==> config.mk <==
export PLATFORM = sky130hd
export DESIGN_NAME = sbus_frame_decoder_unit
export DESIGN_NICKNAME = d
export VERILOG_FILES = /design/src/design/sfd_pkg.sv /design/src/design/sfd_ram.sv /design/src/design/sfd_unpack.sv /design/src/design/sbus_frame_decoder_unit.sv
export SDC_FILE = /design/constraint.sdc
export NUM_CORES = 1
export LEC_CHECK = 0
export BUFFER_PORTS_ARGS = -buffer_cell sky130_fd_sc_hd__clkbuf_2
export CORE_MARGIN = 2
export CORE_UTILIZATION = 60
export DETAILED_ROUTE_END_ITERATION = 8
export PLACE_DENSITY = 0.91
export SLEW_MARGIN = 30
export SYNTH_ARGS = -nofsm -noshare
export SYNTH_HDL_FRONTEND = slang
export SYNTH_SLANG_ARGS = --single-unit
==> constraint.sdc <==
create_clock -name clk -period 3.14 [get_ports clk]
set_input_delay 0.942 -clock clk [delete_from_list [all_inputs] [get_ports clk]]
set_output_delay 0.942 -clock clk [all_outputs]
set_load 0.005 [all_outputs]
==> src/design/sfd_pkg.sv <==
// Shared types and constants for the SBUS frame decoder.
`timescale 1ns / 1ps

package sfd_pkg;

  localparam logic [7:0]  SYNC_BYTE    = 8'hF0;
  localparam int          FRAME_LEN    = 25;
  localparam logic [4:0]  FRAME_LAST   = 5'(FRAME_LEN - 1);
  localparam logic [4:0]  MAX_CH       = 5'd18;
  localparam logic [4:0]  DIG_FIRST    = 5'd16;
  localparam logic [4:0]  NUM_CH_RESET = 5'd16;
  localparam int          RAW_W        = 11;
  localparam int          BUF_W        = 18;
  localparam logic [10:0] MID_OFFSET   = 11'd988;
  localparam logic [10:0] DIG_HIGH     = 11'd2000;
  localparam logic [10:0] DIG_LOW      = 11'd1000;

  // Register index as decoded from paddr[2].
  localparam logic        REG_NUM_CHANNELS = 1'b0;

  typedef enum logic [2:0] {
    ST_COLLECT,
    ST_CHECK,
    ST_FETCH,
    ST_LOAD,
    ST_EMIT
  } state_t;

  typedef struct packed {
    logic [BUF_W-1:0] buf_loaded;
    logic [4:0]       cnt_loaded;
    logic [BUF_W-1:0] buf_shifted;
    logic [4:0]       cnt_shifted;
    logic [10:0]      value;
  } unpack_t;

endpackage

==> src/design/sfd_ram.sv <==
// Generic single-write, single-read RAM with registered read data.
`timescale 1ns / 1ps

module sfd_ram #(
  parameter int WIDTH = 8,
  parameter int DEPTH = 25
) (
  input  logic                     clk,
  input  logic                     wr_en,
  input  logic [$clog2(DEPTH)-1:0] wr_addr,
  input  logic [WIDTH-1:0]         wr_data,
  input  logic                     rd_en,
  input  logic [$clog2(DEPTH)-1:0] rd_addr,
  output logic [WIDTH-1:0]         rd_data
);

  logic [WIDTH-1:0] mem [DEPTH];

  always_ff @(posedge clk) begin
    if (wr_en) begin
      mem[wr_addr] <= wr_data;
    end
    if (rd_en) begin
      rd_data <= mem[rd_addr];
    end
  end

endmodule

==> src/design/sfd_unpack.sv <==
// Shared shift unit: merges frame bytes into the bit buffer and extracts channel values.
`timescale 1ns / 1ps

module sfd_unpack (
  input  logic [sfd_pkg::BUF_W-1:0] bit_buf,
  input  logic [4:0]                bit_cnt,
  input  logic [7:0]                rd_data,
  input  logic                      dig,
  input  logic                      dig_sel,
  output sfd_pkg::unpack_t          res
);

  logic        dig_bit;
  logic [9:0]  half_raw;

  assign dig_bit  = dig_sel ? bit_buf[1] : bit_buf[0];
  assign half_raw = bit_buf[sfd_pkg::RAW_W-1:1];

  always_comb begin
    // A new byte lands just above the bits still waiting in the buffer.
    res.buf_loaded  = bit_buf | (sfd_pkg::BUF_W'(rd_data) << bit_cnt);
    res.cnt_loaded  = bit_cnt + 5'd8;
    res.buf_shifted = bit_buf >> sfd_pkg::RAW_W;
    res.cnt_shifted = bit_cnt - 5'(sfd_pkg::RAW_W);
    if (dig) begin
      res.value = dig_bit ? sfd_pkg::DIG_HIGH : sfd_pkg::DIG_LOW;
    end else begin
      res.value = {1'b0, half_raw} + sfd_pkg::MID_OFFSET;
    end
  end

endmodule

==> src/design/sbus_frame_decoder_unit.sv <==
// Top level of the SBUS frame decoder: byte collection, decode sequencer and APB register.
`timescale 1ns / 1ps

// Bytes are taken one per cycle while a frame is being collected; bytes other than
// 0xF0 are dropped while no frame is open. When the 25th byte of a frame arrives and
// the run length is not zero, rx_stall rises and the block unpacks the frame from its
// byte store, which has a single read port: each frame byte needed passes through the
// fetch, merge and check steps in the shared shift unit, and each channel word through
// the check and emit steps plus any output stall, holding the input for the whole run.
// The run length is num_channels at byte address 0 (values above 18 act as 18, zero
// emits nothing); last_of_frame marks the final word of each run.
module sbus_frame_decoder_unit (
  input  logic        clk,
  input  logic        rst,
  input  logic        rx_valid,
  output logic        rx_stall,
  input  logic [7:0]  rx_byte,
  output logic        ch_valid,
  input  logic        ch_stall,
  output logic [4:0]  channel_index,
  output logic [10:0] channel_value,
  output logic        last_of_frame,
  input  logic        psel,
  input  logic        penable,
  input  logic        pwrite,
  input  logic [2:0]  paddr,
  input  logic [31:0] pwdata,
  output logic [31:0] prdata,
  output logic        pready
);

  sfd_pkg::state_t state, state_next;

  logic [4:0]                byte_position;
  logic [4:0]                num_channels;
  logic [4:0]                run_len;
  logic [4:0]                rd_addr;
  logic [sfd_pkg::BUF_W-1:0] bit_buf;
  logic [4:0]                bit_cnt;
  logic [4:0]                ch_k;
  logic [7:0]                rd_data;
  sfd_pkg::unpack_t          unpack_res;

  logic       cfg_write;
  logic       rx_take;
  logic       frame_store;
  logic       frame_done;
  logic [4:0] n_sat;
  logic       ch_take;
  logic       dig;
  logic       word_ready;
  logic       rd_en;
  logic       load_en;
  logic       emit_en;
  logic       advance_en;

  assign pready    = 1'b1;
  assign cfg_write = psel & penable & pwrite & pready
                     & (paddr[2] == sfd_pkg::REG_NUM_CHANNELS);
  assign prdata    = (paddr[2] == sfd_pkg::REG_NUM_CHANNELS) ? {27'b0, num_channels} : '0;

  assign rx_stall    = (state != sfd_pkg::ST_COLLECT);
  assign rx_take     = rx_valid & ~rx_stall;
  assign frame_store = rx_take & ((byte_position != 5'd0) | (rx_byte == sfd_pkg::SYNC_BYTE));
  assign frame_done  = frame_store & (byte_position == sfd_pkg::FRAME_LAST);
  assign n_sat       = (num_channels > sfd_pkg::MAX_CH) ? sfd_pkg::MAX_CH : num_channels;
  assign ch_take     = ch_valid & ~ch_stall;

  // The digital channels read byte 23, which is the only byte left in the buffer
  // once all sixteen analog channels have been consumed.
  assign dig        = (ch_k >= sfd_pkg::DIG_FIRST);
  assign word_ready = dig ? (bit_cnt != 5'd0) : (bit_cnt >= 5'(sfd_pkg::RAW_W));

  sfd_ram #(
    .WIDTH (8),
    .DEPTH (sfd_pkg::FRAME_LEN)
  ) u_frame_ram (
    .clk     (clk),
    .wr_en   (frame_store),
    .wr_addr (byte_position),
    .wr_data (rx_byte),
    .rd_en   (rd_en),
    .rd_addr (rd_addr),
    .rd_data (rd_data)
  );

  sfd_unpack u_unpack (
    .bit_buf (bit_buf),
    .bit_cnt (bit_cnt),
    .rd_data (rd_data),
    .dig     (dig),
    .dig_sel (ch_k[0]),
    .res     (unpack_res)
  );

  always_ff @(posedge clk) begin
    if (rst) begin
      state <= sfd_pkg::ST_COLLECT;
    end else begin
      state <= state_next;
    end
  end

  always_comb begin
    state_next = state;
    rd_en      = 1'b0;
    load_en    = 1'b0;
    emit_en    = 1'b0;
    advance_en = 1'b0;
    case (state)
      sfd_pkg::ST_COLLECT: begin
        if (frame_done && (n_sat != 5'd0)) begin
          state_next = sfd_pkg::ST_CHECK;
        end
      end
      sfd_pkg::ST_CHECK: begin
        if (word_ready) begin
          emit_en    = 1'b1;
          state_next = sfd_pkg::ST_EMIT;
        end else begin
          state_next = sfd_pkg::ST_FETCH;
        end
      end
      sfd_pkg::ST_FETCH: begin
        rd_en      = 1'b1;
        state_next = sfd_pkg::ST_LOAD;
      end
      sfd_pkg::ST_LOAD: begin
        load_en    = 1'b1;
        state_next = sfd_pkg::ST_CHECK;
      end
      sfd_pkg::ST_EMIT: begin
        if (ch_take) begin
          advance_en = 1'b1;
          state_next = last_of_frame ? sfd_pkg::ST_COLLECT : sfd_pkg::ST_CHECK;
        end
      end
      default: begin
        state_next = sfd_pkg::ST_COLLECT;
      end
    endcase
  end

  always_ff @(posedge clk) begin
    if (rst) begin
      byte_position <= 5'd0;
      num_channels  <= sfd_pkg::NUM_CH_RESET;
      ch_valid      <= 1'b0;
      ch_k          <= 5'd0;
      bit_cnt       <= 5'd0;
    end else begin
      if (cfg_write) begin
        num_channels <= pwdata[4:0];
      end
      if (frame_store) begin
        byte_position <= frame_done ? 5'd0 : byte_position + 5'd1;
      end
      if (frame_done) begin
        run_len <= n_sat;
        rd_addr <= 5'd1;
        bit_buf <= '0;
        bit_cnt <= 5'd0;
        ch_k    <= 5'd0;
      end
      if (load_en) begin
        bit_buf <= unpack_res.buf_loaded;
        bit_cnt <= unpack_res.cnt_loaded;
        rd_addr <= rd_addr + 5'd1;
      end
      if (emit_en) begin
        ch_valid      <= 1'b1;
        channel_index <= ch_k;
        channel_value <= unpack_res.value;
        last_of_frame <= (ch_k == run_len - 5'd1);
      end
      if (advance_en) begin
        ch_valid <= 1'b0;
        ch_k     <= ch_k + 5'd1;
        // Digital channels only look at bits of the last byte fetched (byte 23) and consume nothing.
        if (!dig) begin
          bit_buf <= unpack_res.buf_shifted;
          bit_cnt <= unpack_res.cnt_shifted;
        end
      end
    end
  end

  a_valid_in_emit: assert property (@(posedge clk) disable iff (rst)
    ch_valid |-> (state == sfd_pkg::ST_EMIT))
    else $error("channel word valid outside the emit state");

  a_no_input_during_run: assert property (@(posedge clk) disable iff (rst)
    ch_valid |-> rx_stall)
    else $error("input open while a channel word is pending");

  a_buffer_bound: assert property (@(posedge clk) disable iff (rst)
    bit_cnt <= 5'(sfd_pkg::BUF_W))
    else $error("bit buffer count overflow");

  a_last_ends_run: assert property (@(posedge clk) disable iff (rst)
    (ch_take && last_of_frame) |=> (state == sfd_pkg::ST_COLLECT))
    else $error("run did not end after the last word");

endmodule

==> impl_metrics.yaml <==
clock_network:
  clock_tree.htree_level_count: 1
  number_of_buffers_created_by_cts: 27
  post_cts_buffers: 0
  cts_hold_buf: 0
  cts-resized-gates: 0
  max_root_sink_buffers: 3
  cts_tree: "built"
  clkSinkCount: 277
  clk_latency_ns: 0.55
  clk_root_buffer_cell: "sky130_fd_sc_hd__clkbuf_16"
  clk_transition_reported_paths_ns: 0.06
timing:
  setup_tns_ns: 0
  maxSlewHeadroom_pct: 42.3
  fin_worst_skew_ns: 0.0188
  timing.final.crit_share_pct: 81.2
  timing.final.crit_period_ns: 2.55
  timing.final.max_slew_violations: 0
  worst_pin_slew_ns: 0.866
  unrepaired_setup_endpoints_after_global_routing: "no"
  finalSetupViolations: 0
  max_clock_freq_mhz: 392
  hold_viol: 0
  final_hold_slack_ns: 0.547
  setup_ws_ns: 0.592
synth:
  synth_cell_types: 62
  synthArstFlopShare_pct: 0
  avgSynthCellArea_sq_um: 14.9
  synth_seq_area_share_pct: 67.1
  synthesis.instances: 811
  adder_cell_share_of_the_synthesized_area_pct: 1.25
  syn_area_sq_mm: 0.0120
  synth-warning-count: 0
  multiplexer_area_fraction_after_synthesis_pct: 10.9
  synth-xor-area-share_pct: 1.31
  synth_simple_gate_area_share_pct: 8.26
  number_of_synthesized_flops_with_an_enable_pin: 253
  combinational_family_with_the_most_area_after_synthesis: "multiplexers"
  synth_seq_cells: 277
  commonest_register_cell_after_synthesis: "sky130_fd_sc_hd__edfxtp_1"
  synth_compound_gate_area_share_pct: 7.16
routing:
  drt_first_pass_iters: 7
  wl_met2_microns: 13900
  drt-met1-wl_microns: 9810
  wl_met3_microns: 2340
  drt_drc_violations_left: 0
  route.detailed.wl_per_inst_microns: 23.2
  top_metal_layer_carrying_routed_signals: "met4"
  routed_wire_length_microns: 27300
  route.antenna.remaining_nets: 0
  drt_first_iter_violations: 1071
  routed_via_density: 6.38
  route.vias.total: 7504
min_path:
  worstHoldPathType: "flop to flop"
global_route:
  globalRouteOverflowTotal: 0
  via_count_of_the_first_global_routing_pass: 7418
  grt_first_pass_wirelength_microns: 42600
  antenna_violations_before_repair: 0
  pin_count_of_the_biggest_net_entering_global_routing: 26
  grt_util_all_layers_pct: 25.9
power_and_ir_drop:
  swShare_pct: 20.1
  switching_power_w: 0.00148
  sequentialPowerShare_pct: 55.0
  total_leakage_power_nw: 4.72
  power.clock.fraction_pct: 43.1
  power_density_mw_per_mm2: 542
  power.combinational.fraction_pct: 1.9
  final_total_power_w: 0.00735
  max-vdd-ir-drop_uv: 665
  power.internal_w: 0.00587
setup_path:
  worst_path_dominant_cell_family: "flip-flops"
  critical_path.endpoint_type: "flop"
  critPathMaxStageDelay_ns: 0.61
  worst-endpoint-arrival_ns: 2.81
  cp_cell_sequence: "buf_4, mux4_2, a31oi_1, o211ai_1"
  cp-start-kind: "flop"
  cpMaxStageDelayCell: "sky130_fd_sc_hd__edfxtp_1"
  path_max_fanout: 25
  timing.setup.critical_path_class: "flop to flop"
  crit_buf_inv: 1
  required_ns: 3.40
die:
  pin_count: 102
  floorplan.rows: 51
  floorplan.die.height_microns: 146
  dieArea_sq_mm: 0.0212
  floorplan.core_area_sq_mm: 0.0196
  fp.dieW_microns: 146
  start_util_pct: 61.5
placed_design:
  placement.setup.worst_slack_ns: 0.305
  post-place-cells: 1127
  post-dp-hpwl_microns: 17000
  port_buffers: 44
  place.gp.congestion: 0.936
cells_and_area:
  mostFrequentLayoutCells: "sky130_fd_sc_hd__edfxtp_1 (253), sky130_fd_sc_hd__nor2_1 (71), sky130_fd_sc_hd__buf_4 (50), sky130_fd_sc_hd__mux2i_1 (45), sky130_fd_sc_hd__clkbuf_2 (44)"
  ant_cells: 0
  mostFrequentLayoutCell: "sky130_fd_sc_hd__edfxtp_1"
  finalNetCount: 953
  syn2layout_area_growth_pct: 12.5
  drive_gt1_share_pct: 20.7
  instances_no_fill: 1177
job:
  cap_violations: 0
outcome:
  outcome: "finished, final reports clean"
==> cells by family (layout without fill, tap and decap cells) <==
logic type               Yosys count  after routing
AO/OA/AOI/OAI                    131            131
XOR/XNOR                          18             18
adder cells (fa/ha/maj)           12             12
buffers and inverters             92            167
flip-flops                       277            277
multiplexers                      84             84
other                              2             28
AND/OR/NAND/NOR                  195            195
==> through the flow <==
stage / util [%] / area [sq um]
detailed placement: 64.7 / 12700
global placement: 64.7 / 12700
global route: 69.2 / 13600
CTS: 69.2 / 13600
floorplan: - / 12100
finish: 69.2 / 13600
==> path summary, 6_finish.rpt <==
path / from / to / slack, ns / cells after the start
min: ch_valid / ch_valid / 0.55 / 2
max: rd_addr[0] / u_frame_ram.rd_data[0] / 0.59 / 4
min reg2reg: ch_valid / ch_valid / 0.55 / 2
max reg2reg: rd_addr[0] / u_frame_ram.rd_data[0] / 0.59 / 4
==> cells in the mapped netlist, types with 3 or more instances <==
cell / instances / area, sq um
sky130_fd_sc_hd__a211oi_1: 9 / 67.6
sky130_fd_sc_hd__a21oi_1: 28 / 140
sky130_fd_sc_hd__a221oi_1: 4 / 35.0
sky130_fd_sc_hd__a22oi_1: 8 / 60.1
sky130_fd_sc_hd__a311oi_1: 5 / 43.8
sky130_fd_sc_hd__a31oi_1: 9 / 56.3
sky130_fd_sc_hd__and3_1: 4 / 25.0
sky130_fd_sc_hd__buf_1: 3 / 11.3
sky130_fd_sc_hd__buf_2: 13 / 65.1
sky130_fd_sc_hd__buf_4: 31 / 233
sky130_fd_sc_hd__clkbuf_1: 22 / 82.6
sky130_fd_sc_hd__dfxtp_1: 24 / 480
sky130_fd_sc_hd__edfxtp_1: 253 / 7600
sky130_fd_sc_hd__ha_1: 12 / 150
sky130_fd_sc_hd__inv_1: 21 / 78.8
sky130_fd_sc_hd__mux2i_1: 45 / 450
sky130_fd_sc_hd__mux4_2: 38 / 856
sky130_fd_sc_hd__nand2_1: 30 / 113
sky130_fd_sc_hd__nand2b_1: 14 / 87.6
sky130_fd_sc_hd__nand3_1: 7 / 35.0
sky130_fd_sc_hd__nand3b_1: 6 / 45.0
sky130_fd_sc_hd__nor2_1: 71 / 267
sky130_fd_sc_hd__nor2b_1: 18 / 113
sky130_fd_sc_hd__nor3_1: 14 / 70.1
sky130_fd_sc_hd__nor4_1: 7 / 43.8
sky130_fd_sc_hd__o211ai_1: 6 / 45.0
sky130_fd_sc_hd__o21ai_0: 23 / 115
sky130_fd_sc_hd__o22ai_1: 18 / 113
sky130_fd_sc_hd__or2_2: 4 / 25.0
sky130_fd_sc_hd__or3_1: 5 / 31.3
sky130_fd_sc_hd__xnor2_1: 11 / 96.3
sky130_fd_sc_hd__xor2_1: 7 / 61.3
==> state kept, by name, summed over array words and instances (netlist names), 3 cells and up <==
| name | cells |
|---|---|
| bit_cnt | 5 |
| state | 3 |
| ch_k | 5 |
| u_frame_ram.rd_data | 8 |
| u_frame_ram.mem | 200 |
| num_channels | 5 |
| byte_position | 5 |
| run_len | 5 |
| rd_addr | 5 |
| channel_index | 5 |
| channel_value | 11 |
| bit_buf | 18 |
==> layer usage <==
layer | track usage [%] | vias up
met1 | 33.4 | 3651
met5 | 0 | -
met4 | 10.2 | 0
met2 | 44.5 | 501
li1 | - | 3239
met3 | 4.08 | 113
==> power by group through the flow <==
stage / Combinational, W / Sequential [W] / Clock [W]
final: 0.000139 / 0.00404 / 0.00316
after CTS: 0.000137 / 0.00404 / 0.00319
after global placement: 0.000124 / 0.00412 / 0
after detailed placement: 0.000134 / 0.00412 / 0
after floorplan: 0.0000785 / 0.00412 / 0
after global routing: 0.000152 / 0.00404 / 0.00331
==> layout make-up <==
cell class / count / area (sq um)
clock buffer: 37 / 764
inverter: 23 / 86.3
fill: 1173 / 6030
multi-input combinational: 468 / 3590
clock inverter: 13 / 114
timing repair buffer: 94 / 596
sequential: 277 / 8080
tap: 265 / 332
==> worst reg2reg max path, stage by stage, from the launching register on <==
cell and delay, ns:
sky130_fd_sc_hd__edfxtp_1 0.61, sky130_fd_sc_hd__buf_4 0.50, sky130_fd_sc_hd__mux4_2 0.60, sky130_fd_sc_hd__a31oi_1 0.39, sky130_fd_sc_hd__o211ai_1 0.16
(Power assumes the default switching activity.)
